File: config.mk
export PLATFORM = sky130hd
export DESIGN_NAME = imu_frame_parser_checked_core
export DESIGN_NICKNAME = d
export VERILOG_FILES = /design/src/hdl/ifp_pkg.sv /design/src/hdl/ifp_front.sv /design/src/hdl/ifp_job_queue.sv /design/src/hdl/ifp_back.sv /design/src/hdl/imu_frame_parser_checked_core.sv
export SDC_FILE = /design/constraint.sdc
export NUM_CORES = 2
export LEC_CHECK = 0
export BUFFER_PORTS_ARGS = -buffer_cell sky130_fd_sc_hd__clkbuf_2
export CORE_MARGIN = 2
export CORE_UTILIZATION = 60
export CTS_BUF_LIST = sky130_fd_sc_hd__clkbuf_8
export DETAILED_ROUTE_END_ITERATION = 12
export HOLD_SLACK_MARGIN = 0.03
export PLACE_DENSITY = 0.74
export SLEW_MARGIN = 0
export SYNTH_ARGS = -nofsm -noshare
export SYNTH_HDL_FRONTEND = slang
export SYNTH_HIERARCHICAL = 1
export SYNTH_SLANG_ARGS = --single-unit
File: constraint.sdc
create_clock -name i_clk -period 34.1 [get_ports i_clk]
set_input_delay 3.41 -clock i_clk [delete_from_list [all_inputs] [get_ports i_clk]]
set_output_delay 3.41 -clock i_clk [all_outputs]
set_load 0.05 [all_outputs]
File: src/hdl/ifp_pkg.sv
// Shared types, constants and helper functions of the sensor frame parser.
// Used by ifp_front, ifp_job_queue, ifp_back and the top level; no dependencies.
package ifp_pkg;

    localparam int NUM_WORDS   = 9;
    localparam int ANGLE_WORDS = 3;
    localparam int IMU6_WORDS  = 6;
    localparam int JOB_DEPTH   = 2;
    localparam int JOB_PTR_W   = (JOB_DEPTH > 1) ? $clog2(JOB_DEPTH) : 1;
    localparam int JOB_CNT_W   = $clog2(JOB_DEPTH + 1);

    localparam logic [7:0]  SYNC0_FIRST  = 8'h55;
    localparam logic [7:0]  SYNC0_SECOND = 8'h55;
    localparam logic [7:0]  SYNC1_FIRST  = 8'h5A;
    localparam logic [7:0]  SYNC1_SECOND = 8'hA5;
    localparam logic [7:0]  TYPE_ANGLE   = 8'h01;
    localparam logic [7:0]  TYPE_IMU6    = 8'h03;
    localparam logic [7:0]  TAG_FLOAT9   = 8'h91;
    localparam logic [15:0] CRC_POLY     = 16'h1021;
    localparam logic [3:0]  QTY_ANGLE_BASE = 4'd6;
    localparam logic [3:0]  SLOT_NONE    = 4'd15;

    typedef enum logic [2:0] {
        PH_HUNT1,
        PH_HUNT2,
        PH_HEADER,
        PH_PAYLOAD,
        PH_SUMBYTE
    } t_phase;

    typedef enum logic [1:0] {
        JOB_ERR,
        JOB_ANGLE,
        JOB_IMU6,
        JOB_FLOAT9
    } t_job_kind;

    typedef logic [NUM_WORDS-1:0][31:0] t_words;

    typedef struct packed {
        t_job_kind kind;
        t_words    words;
    } t_job;

    // One byte of CRC-16, polynomial 0x1021, MSB first.
    function automatic logic [15:0] crc16_byte(input logic [15:0] crc, input logic [7:0] b);
        logic [15:0] c;
        c = crc ^ {b, 8'h00};
        for (int k = 0; k < 8; k++) begin
            c = c[15] ? ({c[14:0], 1'b0} ^ CRC_POLY) : {c[14:0], 1'b0};
        end
        return c;
    endfunction

    // Result slot of the float word at payload offset 12 + 4*g.
    function automatic logic [3:0] f32_slot(input logic [3:0] g);
        logic [3:0] s;
        case (g)
            4'd0:    s = 4'd0;
            4'd1:    s = 4'd1;
            4'd2:    s = 4'd2;
            4'd3:    s = 4'd4;
            4'd4:    s = 4'd3;
            4'd5:    s = 4'd5;
            4'd9:    s = 4'd7;
            4'd10:   s = 4'd6;
            4'd11:   s = 4'd8;
            default: s = SLOT_NONE;
        endcase
        return s;
    endfunction

endpackage

File: src/hdl/ifp_front.sv
// Front end of the frame parser: byte-level framing, sum/CRC check, word capture.
// Emits one job per closed frame that yields results. Depends on ifp_pkg.
module ifp_front import ifp_pkg::*; (
    input  logic       i_clk,
    input  logic       i_rst_n,
    input  logic       i_byte_valid,
    input  logic [7:0] i_rx_byte,
    input  logic       i_cfg_wr,
    input  logic       i_frame_mode,
    output logic       o_job_push,
    output t_job       o_job
);

    t_phase      r_phase, n_phase;
    logic        r_mode;
    logic [15:0] r_pos, n_pos;
    logic [15:0] r_len, n_len;
    logic [7:0]  r_type, n_type;
    logic [7:0]  r_sum, n_sum;
    logic [15:0] r_crc, n_crc;
    logic [15:0] r_exp, n_exp;
    t_words      r_words, n_words;

    logic [7:0]  w_first, w_second;
    logic [15:0] w_pos_inc;
    logic        w_pay_done;
    logic        w_cap_en;
    logic [3:0]  w_cap_idx;
    logic [1:0]  w_cap_lane;
    logic [5:0]  w_off;
    logic [3:0]  w_slot;

    assign w_first    = r_mode ? SYNC1_FIRST : SYNC0_FIRST;
    assign w_second   = r_mode ? SYNC1_SECOND : SYNC0_SECOND;
    assign w_pos_inc  = r_pos + 16'd1;
    assign w_pay_done = (w_pos_inc >= r_len);
    assign w_off      = 6'(r_pos - 16'd12);
    assign w_slot     = f32_slot(w_off[5:2]);

    // Capture target of the current payload byte
    always_comb begin
        w_cap_en   = 1'b0;
        w_cap_idx  = 4'd0;
        w_cap_lane = 2'd0;
        if (!r_mode) begin
            w_cap_en   = (r_pos < 16'd12);
            w_cap_idx  = {1'b0, r_pos[3:1]};
            w_cap_lane = {1'b0, r_pos[0]};
        end else begin
            w_cap_en   = (r_pos >= 16'd12) && (r_pos < 16'd60) && (w_slot != SLOT_NONE);
            w_cap_idx  = w_slot;
            w_cap_lane = r_pos[1:0];
        end
    end

    // Next state
    always_comb begin
        n_phase = r_phase;
        if (i_cfg_wr) begin
            n_phase = PH_HUNT1;
        end else if (i_byte_valid) begin
            unique case (r_phase)
                PH_HUNT1: begin
                    if (i_rx_byte == w_first) n_phase = PH_HUNT2;
                end
                PH_HUNT2: begin
                    if (i_rx_byte == w_second)     n_phase = PH_HEADER;
                    else if (i_rx_byte != w_first) n_phase = PH_HUNT1;
                end
                PH_HEADER: begin
                    if (!r_mode) begin
                        if (r_pos != 16'd0)
                            n_phase = (i_rx_byte == 8'd0) ? PH_SUMBYTE : PH_PAYLOAD;
                    end else if (r_pos[1:0] == 2'd3) begin
                        n_phase = (r_len == 16'd0) ? PH_HUNT1 : PH_PAYLOAD;
                    end
                end
                PH_PAYLOAD: begin
                    if (w_pay_done) n_phase = r_mode ? PH_HUNT1 : PH_SUMBYTE;
                end
                PH_SUMBYTE: n_phase = PH_HUNT1;
                default:    n_phase = PH_HUNT1;
            endcase
        end
    end

    // Datapath and job output
    always_comb begin
        n_pos      = r_pos;
        n_len      = r_len;
        n_type     = r_type;
        n_sum      = r_sum;
        n_crc      = r_crc;
        n_exp      = r_exp;
        n_words    = r_words;
        o_job_push = 1'b0;
        o_job.kind = JOB_ERR;
        if (i_cfg_wr) begin
            n_pos = '0;
        end else if (i_byte_valid) begin
            unique case (r_phase)
                PH_HUNT2: begin
                    if (i_rx_byte == w_second) begin
                        n_pos   = '0;
                        n_len   = '0;
                        n_type  = '0;
                        n_crc   = '0;
                        n_exp   = '0;
                        n_words = '0;
                        n_sum   = 8'(w_first + w_second);
                    end
                end
                PH_HEADER: begin
                    if (!r_mode) begin
                        n_sum = r_sum + i_rx_byte;
                        if (r_pos == 16'd0) begin
                            n_type = i_rx_byte;
                            n_pos  = 16'd1;
                        end else begin
                            n_len = {8'd0, i_rx_byte};
                            n_pos = '0;
                        end
                    end else begin
                        case (r_pos[1:0])
                            2'd0:    n_len = {8'd0, i_rx_byte};
                            2'd1:    n_len = {i_rx_byte, r_len[7:0]};
                            2'd2:    n_exp = {8'd0, i_rx_byte};
                            default: n_exp = {i_rx_byte, r_exp[7:0]};
                        endcase
                        if (r_pos[1:0] == 2'd3) begin
                            n_pos = '0;
                            // empty frame: only the CRC check can produce a result
                            if (r_len == 16'd0 && r_crc != n_exp) o_job_push = 1'b1;
                        end else begin
                            n_pos = w_pos_inc;
                        end
                    end
                end
                PH_PAYLOAD: begin
                    if (w_cap_en) begin
                        for (int i = 0; i < NUM_WORDS; i++) begin
                            if (w_cap_idx == 4'(i))
                                n_words[i][{w_cap_lane, 3'b000} +: 8] = i_rx_byte;
                        end
                    end
                    if (!r_mode) begin
                        n_sum = r_sum + i_rx_byte;
                    end else begin
                        n_crc = crc16_byte(r_crc, i_rx_byte);
                        if (r_pos == 16'd0) n_type = i_rx_byte;
                    end
                    n_pos = w_pay_done ? 16'd0 : w_pos_inc;
                    if (w_pay_done && r_mode) begin
                        if (n_crc != r_exp) begin
                            o_job_push = 1'b1;
                        end else if (n_type == TAG_FLOAT9) begin
                            o_job_push = 1'b1;
                            o_job.kind = JOB_FLOAT9;
                        end
                    end
                end
                PH_SUMBYTE: begin
                    if (r_type == TYPE_ANGLE || r_type == TYPE_IMU6) begin
                        o_job_push = 1'b1;
                        if (r_sum == i_rx_byte)
                            o_job.kind = (r_type == TYPE_ANGLE) ? JOB_ANGLE : JOB_IMU6;
                    end
                end
                default: ;
            endcase
        end
        o_job.words = n_words;
    end

    always_ff @(posedge i_clk) begin
        if (!i_rst_n) begin
            r_phase <= PH_HUNT1;
            r_mode  <= 1'b0;
            r_pos   <= '0;
            r_len   <= '0;
            r_type  <= '0;
            r_sum   <= '0;
            r_crc   <= '0;
            r_exp   <= '0;
        end else begin
            r_phase <= n_phase;
            if (i_cfg_wr) r_mode <= i_frame_mode;
            r_pos   <= n_pos;
            r_len   <= n_len;
            r_type  <= n_type;
            r_sum   <= n_sum;
            r_crc   <= n_crc;
            r_exp   <= n_exp;
        end
    end

    always_ff @(posedge i_clk) begin
        r_words <= n_words;
    end

endmodule

File: src/hdl/ifp_job_queue.sv
// Short job queue between the parser front end and the result emitter.
// Depends on ifp_pkg (t_job, JOB_DEPTH).
module ifp_job_queue import ifp_pkg::*; (
    input  logic i_clk,
    input  logic i_rst_n,
    input  logic i_push,
    input  t_job i_job,
    input  logic i_pop,
    output logic o_full,
    output logic o_valid,
    output t_job o_head
);

    t_job                 r_mem [JOB_DEPTH];
    logic [JOB_PTR_W-1:0] r_wr_ptr, n_wr_ptr;
    logic [JOB_PTR_W-1:0] r_rd_ptr, n_rd_ptr;
    logic [JOB_CNT_W-1:0] r_count, n_count;
    logic                 w_do_push, w_do_pop;

    assign o_full    = (r_count == JOB_CNT_W'(JOB_DEPTH));
    assign o_valid   = (r_count != '0);
    assign o_head    = r_mem[r_rd_ptr];
    assign w_do_push = i_push && !o_full;
    assign w_do_pop  = i_pop && o_valid;

    always_comb begin
        n_wr_ptr = r_wr_ptr;
        n_rd_ptr = r_rd_ptr;
        n_count  = r_count;
        if (w_do_push)
            n_wr_ptr = (r_wr_ptr == JOB_PTR_W'(JOB_DEPTH - 1)) ? '0 : r_wr_ptr + 1'b1;
        if (w_do_pop)
            n_rd_ptr = (r_rd_ptr == JOB_PTR_W'(JOB_DEPTH - 1)) ? '0 : r_rd_ptr + 1'b1;
        if (w_do_push && !w_do_pop)      n_count = r_count + 1'b1;
        else if (!w_do_push && w_do_pop) n_count = r_count - 1'b1;
    end

    always_ff @(posedge i_clk) begin
        if (!i_rst_n) begin
            r_wr_ptr <= '0;
            r_rd_ptr <= '0;
            r_count  <= '0;
        end else begin
            r_wr_ptr <= n_wr_ptr;
            r_rd_ptr <= n_rd_ptr;
            r_count  <= n_count;
        end
    end

    always_ff @(posedge i_clk) begin
        if (w_do_push) r_mem[r_wr_ptr] <= i_job;
    end

endmodule

File: src/hdl/ifp_back.sv
// Result emitter: walks the head job one result beat per pop.
// Depends on ifp_pkg (t_job, kinds, word counts).
module ifp_back import ifp_pkg::*; (
    input  logic        i_clk,
    input  logic        i_rst_n,
    input  logic        i_job_valid,
    input  t_job        i_job,
    input  logic        i_pop,
    output logic        o_job_done,
    output logic        o_empty,
    output logic        o_status,
    output logic [3:0]  o_quantity,
    output logic [31:0] o_raw_value,
    output logic        o_last_of_frame
);

    logic [3:0]  r_emit_idx, n_emit_idx;
    logic [31:0] w_word;

    // Select the word of the current beat
    always_comb begin
        w_word = '0;
        for (int i = 0; i < NUM_WORDS; i++) begin
            if (r_emit_idx == 4'(i)) w_word = i_job.words[i];
        end
    end

    always_comb begin
        o_status        = 1'b0;
        o_quantity      = r_emit_idx;
        o_raw_value     = w_word;
        o_last_of_frame = 1'b0;
        unique case (i_job.kind)
            JOB_ERR: begin
                o_status        = 1'b1;
                o_quantity      = 4'd0;
                o_raw_value     = '0;
                o_last_of_frame = 1'b1;
            end
            JOB_ANGLE: begin
                o_quantity      = QTY_ANGLE_BASE + r_emit_idx;
                o_raw_value     = {{16{w_word[15]}}, w_word[15:0]};
                o_last_of_frame = (r_emit_idx == 4'(ANGLE_WORDS - 1));
            end
            JOB_IMU6: begin
                o_raw_value     = {{16{w_word[15]}}, w_word[15:0]};
                o_last_of_frame = (r_emit_idx == 4'(IMU6_WORDS - 1));
            end
            default: begin
                o_last_of_frame = (r_emit_idx == 4'(NUM_WORDS - 1));
            end
        endcase
    end

    assign o_empty    = !i_job_valid;
    assign o_job_done = i_pop && i_job_valid && o_last_of_frame;

    always_comb begin
        n_emit_idx = r_emit_idx;
        if (i_pop && i_job_valid)
            n_emit_idx = o_last_of_frame ? 4'd0 : r_emit_idx + 4'd1;
    end

    always_ff @(posedge i_clk) begin
        if (!i_rst_n) begin
            r_emit_idx <= '0;
        end else begin
            r_emit_idx <= n_emit_idx;
        end
    end

endmodule

File: src/hdl/imu_frame_parser_checked_core.sv
// Sensor frame parser top level: one byte accepted per cycle unless full, results popped one per cycle.
// Latency: results of a frame are on the ports the cycle after its closing byte is pushed,
// provided no earlier frame's results still wait; otherwise they follow those.
// Throughput: push is taken every cycle while full is low; full rises only while two frames' results wait.
// A frame yields at most nine result beats, emitted one per pop from the job queue.
// Reset (synchronous, active low): hunt for a header, mode 0, queue empty.
// Depends on ifp_pkg, ifp_front, ifp_job_queue and ifp_back.
module imu_frame_parser_checked_core import ifp_pkg::*; (
    input  logic        i_clk,
    input  logic        i_rst_n,
    // byte input, queue style
    input  logic        push,
    output logic        full,
    input  logic [7:0]  i_rx_byte,
    // configuration write channel
    input  logic        i_cfg_valid,
    output logic        o_cfg_ready,
    input  logic        i_frame_mode,
    // result output, queue style
    output logic        empty,
    input  logic        pop,
    output logic        o_status,
    output logic [3:0]  o_quantity,
    output logic [31:0] o_raw_value,
    output logic        o_last_of_frame
);

    logic w_byte_acc;
    logic w_cfg_wr;
    logic w_job_push;
    t_job w_job;
    logic w_q_full;
    logic w_q_valid;
    t_job w_q_head;
    logic w_job_done;

    // Always ready; write the mode register only while the block is idle; the block does not check it.
    assign o_cfg_ready = 1'b1;
    assign w_cfg_wr    = i_cfg_valid;

    // Hold off bytes while the job queue has no room: any byte may close a frame.
    assign full       = w_q_full;
    assign w_byte_acc = push && !w_q_full;

    ifp_front u_front (
        .i_clk        (i_clk),
        .i_rst_n      (i_rst_n),
        .i_byte_valid (w_byte_acc),
        .i_rx_byte    (i_rx_byte),
        .i_cfg_wr     (w_cfg_wr),
        .i_frame_mode (i_frame_mode),
        .o_job_push   (w_job_push),
        .o_job        (w_job)
    );

    // Decouple the parser from result backpressure
    ifp_job_queue u_queue (
        .i_clk   (i_clk),
        .i_rst_n (i_rst_n),
        .i_push  (w_job_push),
        .i_job   (w_job),
        .i_pop   (w_job_done),
        .o_full  (w_q_full),
        .o_valid (w_q_valid),
        .o_head  (w_q_head)
    );

    // Advance through the head job one beat per pop, drop it after its last beat
    ifp_back u_back (
        .i_clk           (i_clk),
        .i_rst_n         (i_rst_n),
        .i_job_valid     (w_q_valid),
        .i_job           (w_q_head),
        .i_pop           (pop),
        .o_job_done      (w_job_done),
        .o_empty         (empty),
        .o_status        (o_status),
        .o_quantity      (o_quantity),
        .o_raw_value     (o_raw_value),
        .o_last_of_frame (o_last_of_frame)
    );

`ifndef NO_ASSERTIONS
    a_no_job_overflow: assert property (@(posedge i_clk) disable iff (!i_rst_n)
        w_job_push |-> !w_q_full)
        else $error("job pushed into a full queue");

    a_error_beat_shape: assert property (@(posedge i_clk) disable iff (!i_rst_n)
        (!empty && o_status) |-> (o_last_of_frame && o_quantity == 4'd0 && o_raw_value == '0))
        else $error("error result malformed");

    a_frame_continues: assert property (@(posedge i_clk) disable iff (!i_rst_n)
        (pop && !empty && !o_last_of_frame) |=> !empty)
        else $error("frame results cut short");

    a_quantity_steps: assert property (@(posedge i_clk) disable iff (!i_rst_n)
        (pop && !empty && !o_last_of_frame) |=> (o_quantity == 4'($past(o_quantity) + 4'd1)))
        else $error("quantity did not advance by one within a frame");
`endif

endmodule
======== After elaboration in Yosys (flattened, before gate mapping) ========
Memories as Yosys holds them, arrays and structs flattened. A register that Yosys moved wholly into a read port is not among the register bits.
Index checks and enable logic that the tools add are counted.
word-level totals
  RAM bits ................................ 580
  logic and storage cells ................. 265
  ROM bits ................................ 64
  register bits after elaboration ......... 380
  input bits .............................. 14
  memories kept ........................... 2
operators by class
  magnitude comparators ................... 4
  equality and inequality tests ........... 49
  reductions and logical operators ........ 43
  bitwise logic cells ..................... 11
  add/sub/neg operators ................... 11
  mux-type cells .......................... 121
  shift operators ......................... 2
memories
  memory            words  width  rd ports  clocked after Yosys merged registers in  wr ports  RTL line             RTL
  u_queue.r_mem     2      290    1         1                                        1         ifp_job_queue.sv:14  t_job r_mem [JOB_DEPTH];
  (name not given)  16     4      1         0                                        0         ifp_pkg.sv:58        case (g)
operator list
  kind                      count
  $mux W288                 4
  $mux W32                  18
  $pmux W288 S2             1
  $bwmux W32                9
  $mux W16                  15
  $pmux W16 S2              5
  $mux W13                  8
  $mux W8                   10
  $pmux W32 S2              1
  $pmux W16 S3              1
  $eq A4 B3 Y1 const B      8
  $logic_not A16 Y1         2
  $ne A16 B16 Y1            2
  $shift A8 B7 Y32 const A  1
  $shiftx A8 B7 Y32         1
  $mux W3                   9
  $eq A8 B8 Y1              3
  $mux W2                   12
  $not A3 Y3                8
  $pmux W8 S3               1
  $mux W1                   18
  $add A16 B1 Y16 const B   1
  $add A8 B8 Y8             2
  $eq A4 B2 Y1 const B      4
  other kinds (52)          97

======== Depth between registers and ports, before layout ========
  word-level depth ........................ 32
  gate-level depth with buffers ........... 21
  depth with buffers taken out ............ 20

======== By module ========
The synthesis kept the hierarchy.
by module, submodules not included
  module                         instances  area each (um^2)  cells each
  ifp_job_queue                  1          21520.6           927
  ifp_front                      1          17715.7           2037
  ifp_back                       1          3443.3            536
  imu_frame_parser_checked_core  1          25.0              3

======== Least setup slack after synthesis ========
No wires, ideal clock.
  kind .................................... input port to flip-flop
  start ................................... input port i_rx_byte[7]
  end ..................................... register u_queue.r_wr_ptr
  path buffers ............................ 1
  data arrival time ....................... 25.955 ns
  path slack .............................. 7.996 ns
  cell stages on the path ................. 11
  cell sequence ........................... clkbuf_1 -> xnor2_1 -> xor3_1 -> mux2i_1 -> xor2_1 -> o2111ai_1 -> o31ai_1 -> a21oi_1 -> inv_1 -> nor3_1 -> o21a_1
between the ends
  word-level cells in the longest chain between the ends .. 21
  elaborated cells on any way between the ends .. 39
  classes of those cells .................. eq/ne: 3; mux: 31; bitwise: 3; reduce/logical: 2
RTL lines
  item                                                            RTL line                             RTL
  start: declaration                                              imu_frame_parser_checked_core.sv:14  input logic [7:0] i_rx_byte,
  $xor A16 B16 Y16                                                ifp_pkg.sv:48                        c = crc ^ {b, 8'h00};
  $mux W13 (5 in a row)                                           ifp_pkg.sv:50                        c = c[15] ? ({c[14:0], 1'b0} ^ CRC_POLY) : {c[14:0], 1'b0};
  $not A3 Y3 (no source line) / $mux W13 (equally long branches)  n/a
  $mux W13                                                        ifp_pkg.sv:50
  $mux W13 / $not A3 Y3 (equally long branches)                   n/a
  $mux W13                                                        ifp_pkg.sv:50
  $mux W16                                                        ifp_front.sv:146                     if (!r_mode) begin
  $mux W16                                                        ifp_front.sv:101                     unique case (r_phase)
  [2 not listed]                                                  n/a
  $ne A16 B16 Y1                                                  ifp_front.sv:154                     if (n_crc != r_exp) begin
  $mux W1                                                         ifp_front.sv:154
  $mux W1                                                         ifp_front.sv:153                     if (w_pay_done && r_mode) begin
  $pmux W1 S3 (*)                                                 ifp_front.sv:101
  $mux W1 (*)                                                     ifp_front.sv:100                     end else if (i_byte_valid) begin
  $mux W1 (*)                                                     ifp_front.sv:98                      if (i_cfg_wr) begin
  via w_job_push                                                  imu_frame_parser_checked_core.sv:30  logic w_job_push;
  $logic_and A1 B1 Y1 (*)                                         ifp_job_queue.sv:23                  assign w_do_push = i_push && !o_full;
  end signal: assignment                                          ifp_job_queue.sv:44                  r_wr_ptr <= n_wr_ptr;
  end: declaration                                                ifp_job_queue.sv:15                  logic [JOB_PTR_W-1:0] r_wr_ptr, n_wr_ptr;
The timed path passes the listed nets; every way through them passes the cells marked *. The select of a mux whose other input is x is not followed.
A chain may end at the register's enable or synchronous reset.

==> results.cfg <==
[clocking]
clock_pin_slew_on_the_worst_setup_and_hold_paths_ps = 60
insertion_delay_ps = 810
ctsRootBufferMaster = sky130_fd_sc_hd__clkbuf_8
postCtsSetupRepairBufs = 0
cts-resized-gates = 0
tritoncts_clock_tree = done
clkSinkCount = 961
cts_hold_repair.buffers = 0
cts-buffers-inserted = 154
clk_path_buf_depth = 3
htree_num_levels = 4

[drt]
detail-route-antenna-nets = 0
avgRoutedWirePerCell_um = 25.8
drcViolationCount = 0
route.detailed.vias_per_inst = 6.68
num_vias = 30600
firstDrtPassIters = 7
drt-initial-drc-count = 3998
totalWireLength_um = 118000

[run]
max_cap_viol_count = 0

[timing]
fin_setup_tns_ps = 0
number_of_slew_limit_violations_in_the_final_report = 0
fin_crit_ps = 9380
rsz0062_at_grt = no
finalClockSkew_ps = 36.2
final_worst_setup_slack_ps = 24720
final-setup-viol-count = 0
fmax_ghz = 0.107
slew-limit-headroom = 0.119
worst-slew-pin-transition_ps = 1320
period_share = 0.275
timing.final.hold_violations = 0

[global_route]
top_usage_layer = met2
grt_max_degree = 183
groute.layer.met2.usage = 0.498
grt_antenna_before_repair = 2
grt_use_met1 = 0.421
grt_total_ovfl = 0
grt_pass1_wl_um = 178000
gr-usage-met3 = 0.0743
grt.total_usage = 0.316
vias_in_the_first_global_route = 30200

[run_status]
status = completed

[setup_path]
reg2reg_slack_ps = 26410
critical_path.max_fanout = 62
timing.critical_path.arrival_ps = 5970
critical_path.endpoint_type = primary output
critPathRequiredTime_ps = 30690
timing.rr.end = u_queue/r_mem[0][166]
r2r.worst_path.cells = 17
cp-start-kind = flip-flop
r2r_start = u_front/r_pos[4]
worst-setup-path-type = flip-flop to primary output

[synth]
syn-instance-count = 3503
ys_types = 104
synth_sequential_area_ratio = 0.586
post-synth-top-count-cell = sky130_fd_sc_hd__edfxtp_1
async_flop_share = 0
ys_seq_elements = 961
synth_largest_type_area_fraction = 0.408
post_synth_instance_area_mm2 = 0.0427
yosysWarningCount = 6
ys.flop_type = sky130_fd_sc_hd__edfxtp_1
synth_enable_flop_cells = 580
synth.avg_cell_area_um2 = 12.2
synth_commonest_cells = 580 x sky130_fd_sc_hd__edfxtp_1, 381 x sky130_fd_sc_hd__dfxtp_1, 338 x sky130_fd_sc_hd__nand2_1
post-synth-top-area-cell = sky130_fd_sc_hd__edfxtp_1
post_synth_main_area_contributors = sky130_fd_sc_hd__edfxtp_1 41%, sky130_fd_sc_hd__dfxtp_1 18%, sky130_fd_sc_hd__mux2_2 5.0%, sky130_fd_sc_hd__mux2_4 3.5%, sky130_fd_sc_hd__nand2_1 3.0%
synth.net_count = 3567

[worst_hold_path]
worstHoldPathCells = 2
worstHoldStart = u_front/r_words[210]
worstHoldPathType = flip-flop to flip-flop
hold_path_end = u_front/r_words[210]

[placed_design]
portBuffers = 53
routabilityCongestion = 0.902
placed_cells_incl_taps = 4287
dp.final_hpwl_um = 71600
postPlaceCellArea_mm2 = 0.0434
preCtsSetupSlack_ps = 24740

[layout]
multi_input_area_mm2 = 0.0161
total_area_of_sequential_cells_mm2 = 0.0250
num-fill-cells = 5131
layoutNonFillerInstCount = 4576
final_net_count = 3567
layout-drive-gt1-share = 0.189
final_core_utilization = 0.661
areaGrowthSynthToFinish_pct = 8.71
stdcell_area_mm2 = 0.0464

[die]
die_h_um = 271
floorplan.rows = 97
design.portCount = 55
initial_core_util = 0.608
chipWidth_um = 271
full_die_area_mm2 = 0.0733
core_region_area_mm2 = 0.0703

[power]
leakage_uw = 0.0148
power_per_cell_area_mw_per_mm2 = 47.6
ir_drop_mv = 0.0368
==> critical path: stages, from the launching register on <==
cell	delay (ps)
sky130_fd_sc_hd__dfxtp_4	1040
sky130_fd_sc_hd__buf_4	930
sky130_fd_sc_hd__buf_4	800
sky130_fd_sc_hd__buf_4	710
sky130_fd_sc_hd__mux2_2	280
sky130_fd_sc_hd__a21oi_1	60
sky130_fd_sc_hd__a221oi_1	330
sky130_fd_sc_hd__o22ai_1	150
sky130_fd_sc_hd__a21oi_1	400
sky130_fd_sc_hd__clkbuf_2	360
==> power breakdown <==
part           internal, uW  switching (uW)  total (uW)
registers              1220           0.174        1220
logic                  12.1            35.0        47.1
clock network           494             452         945
==> state kept, by name (all words and copies together) (netlist names), named ones only <==
register	count
u_front/r_exp	16
u_front/r_len	16
u_queue/r_count	2
u_front/r_type	8
u_queue/r_rd_ptr	1
u_back/r_emit_idx	4
u_front/r_phase	3
u_front/r_pos	16
u_front/r_words	288
u_front/r_mode	1
u_front/r_crc	16
u_front/r_sum	8
u_queue/r_mem	580
u_queue/r_wr_ptr	1
==> layout by cell type (no fill, tap or decap), drive strengths merged, types with 52 or more instances in the layout <==
| cell | netlist | final |
|---|---|---|
| xnor2 | 54 | 54 |
| o22ai | 124 | 124 |
| clkbuf | 152 | 231 |
| nand3b | 52 | 52 |
| o21ai | 184 | 184 |
| edfxtp | 580 | 580 |
| mux2 | 290 | 290 |
| o211ai | 72 | 72 |
| inv | 99 | 180 |
| a22oi | 55 | 55 |
| dfxtp | 381 | 381 |
| nor2 | 123 | 123 |
| nand2 | 338 | 338 |
| buf | 112 | 55 |
| a21oi | 176 | 176 |
==> layout make-up <==
type,count,share of cell area
sequential,961,0.540
tap,940,0.0253
timing repair buffer,108,0.0149
multi-input combinational,2179,0.348
clock buffer,178,0.0528
clock inverter,108,0.0117
inverter,99,0.00800
antenna,3,0.000162
==> how the worst max path moves through the flow <==
stage | from | endpoint
floorplan | i_rx_byte[7] | u_queue/r_wr_ptr
global placement | i_rx_byte[7] | u_queue/r_mem[0][193]
detailed placement | i_rx_byte[7] | u_queue/r_mem[0][166]
CTS | flip-flop | o_raw_value[11]
global route | flip-flop | o_raw_value[11]
finish | flip-flop | o_raw_value[11]
==> metal layers <==
metal,wire length (um),share of wire,up-vias
met3,12400,0.10,301
met4,4250,0.036,0
met2,54800,0.46,1795
li1,-,-,13400
met5,0,0,-
met1,46800,0.40,15100
==> per-stage QoR <==
step	hold slack, ps	total power (uW)
floorplan	434	1270
detailed placement	467	1290
global placement	452	1290
CTS	477	2220
finish	481	2210
global route	502	2270
==> kinds of logic after synthesis <==
| logic type | share of synthesized area |
|---|---|
| other cells | 0.0000878 |
| mux | 0.0881 |
| simple gates | 0.0876 |
| buf+inv | 0.0378 |
| compound gates | 0.164 |
| xor+xnor | 0.0207 |
| flops | 0.586 |
| fa+ha+maj | 0.0148 |
Power figures use the tool's default switching activity.
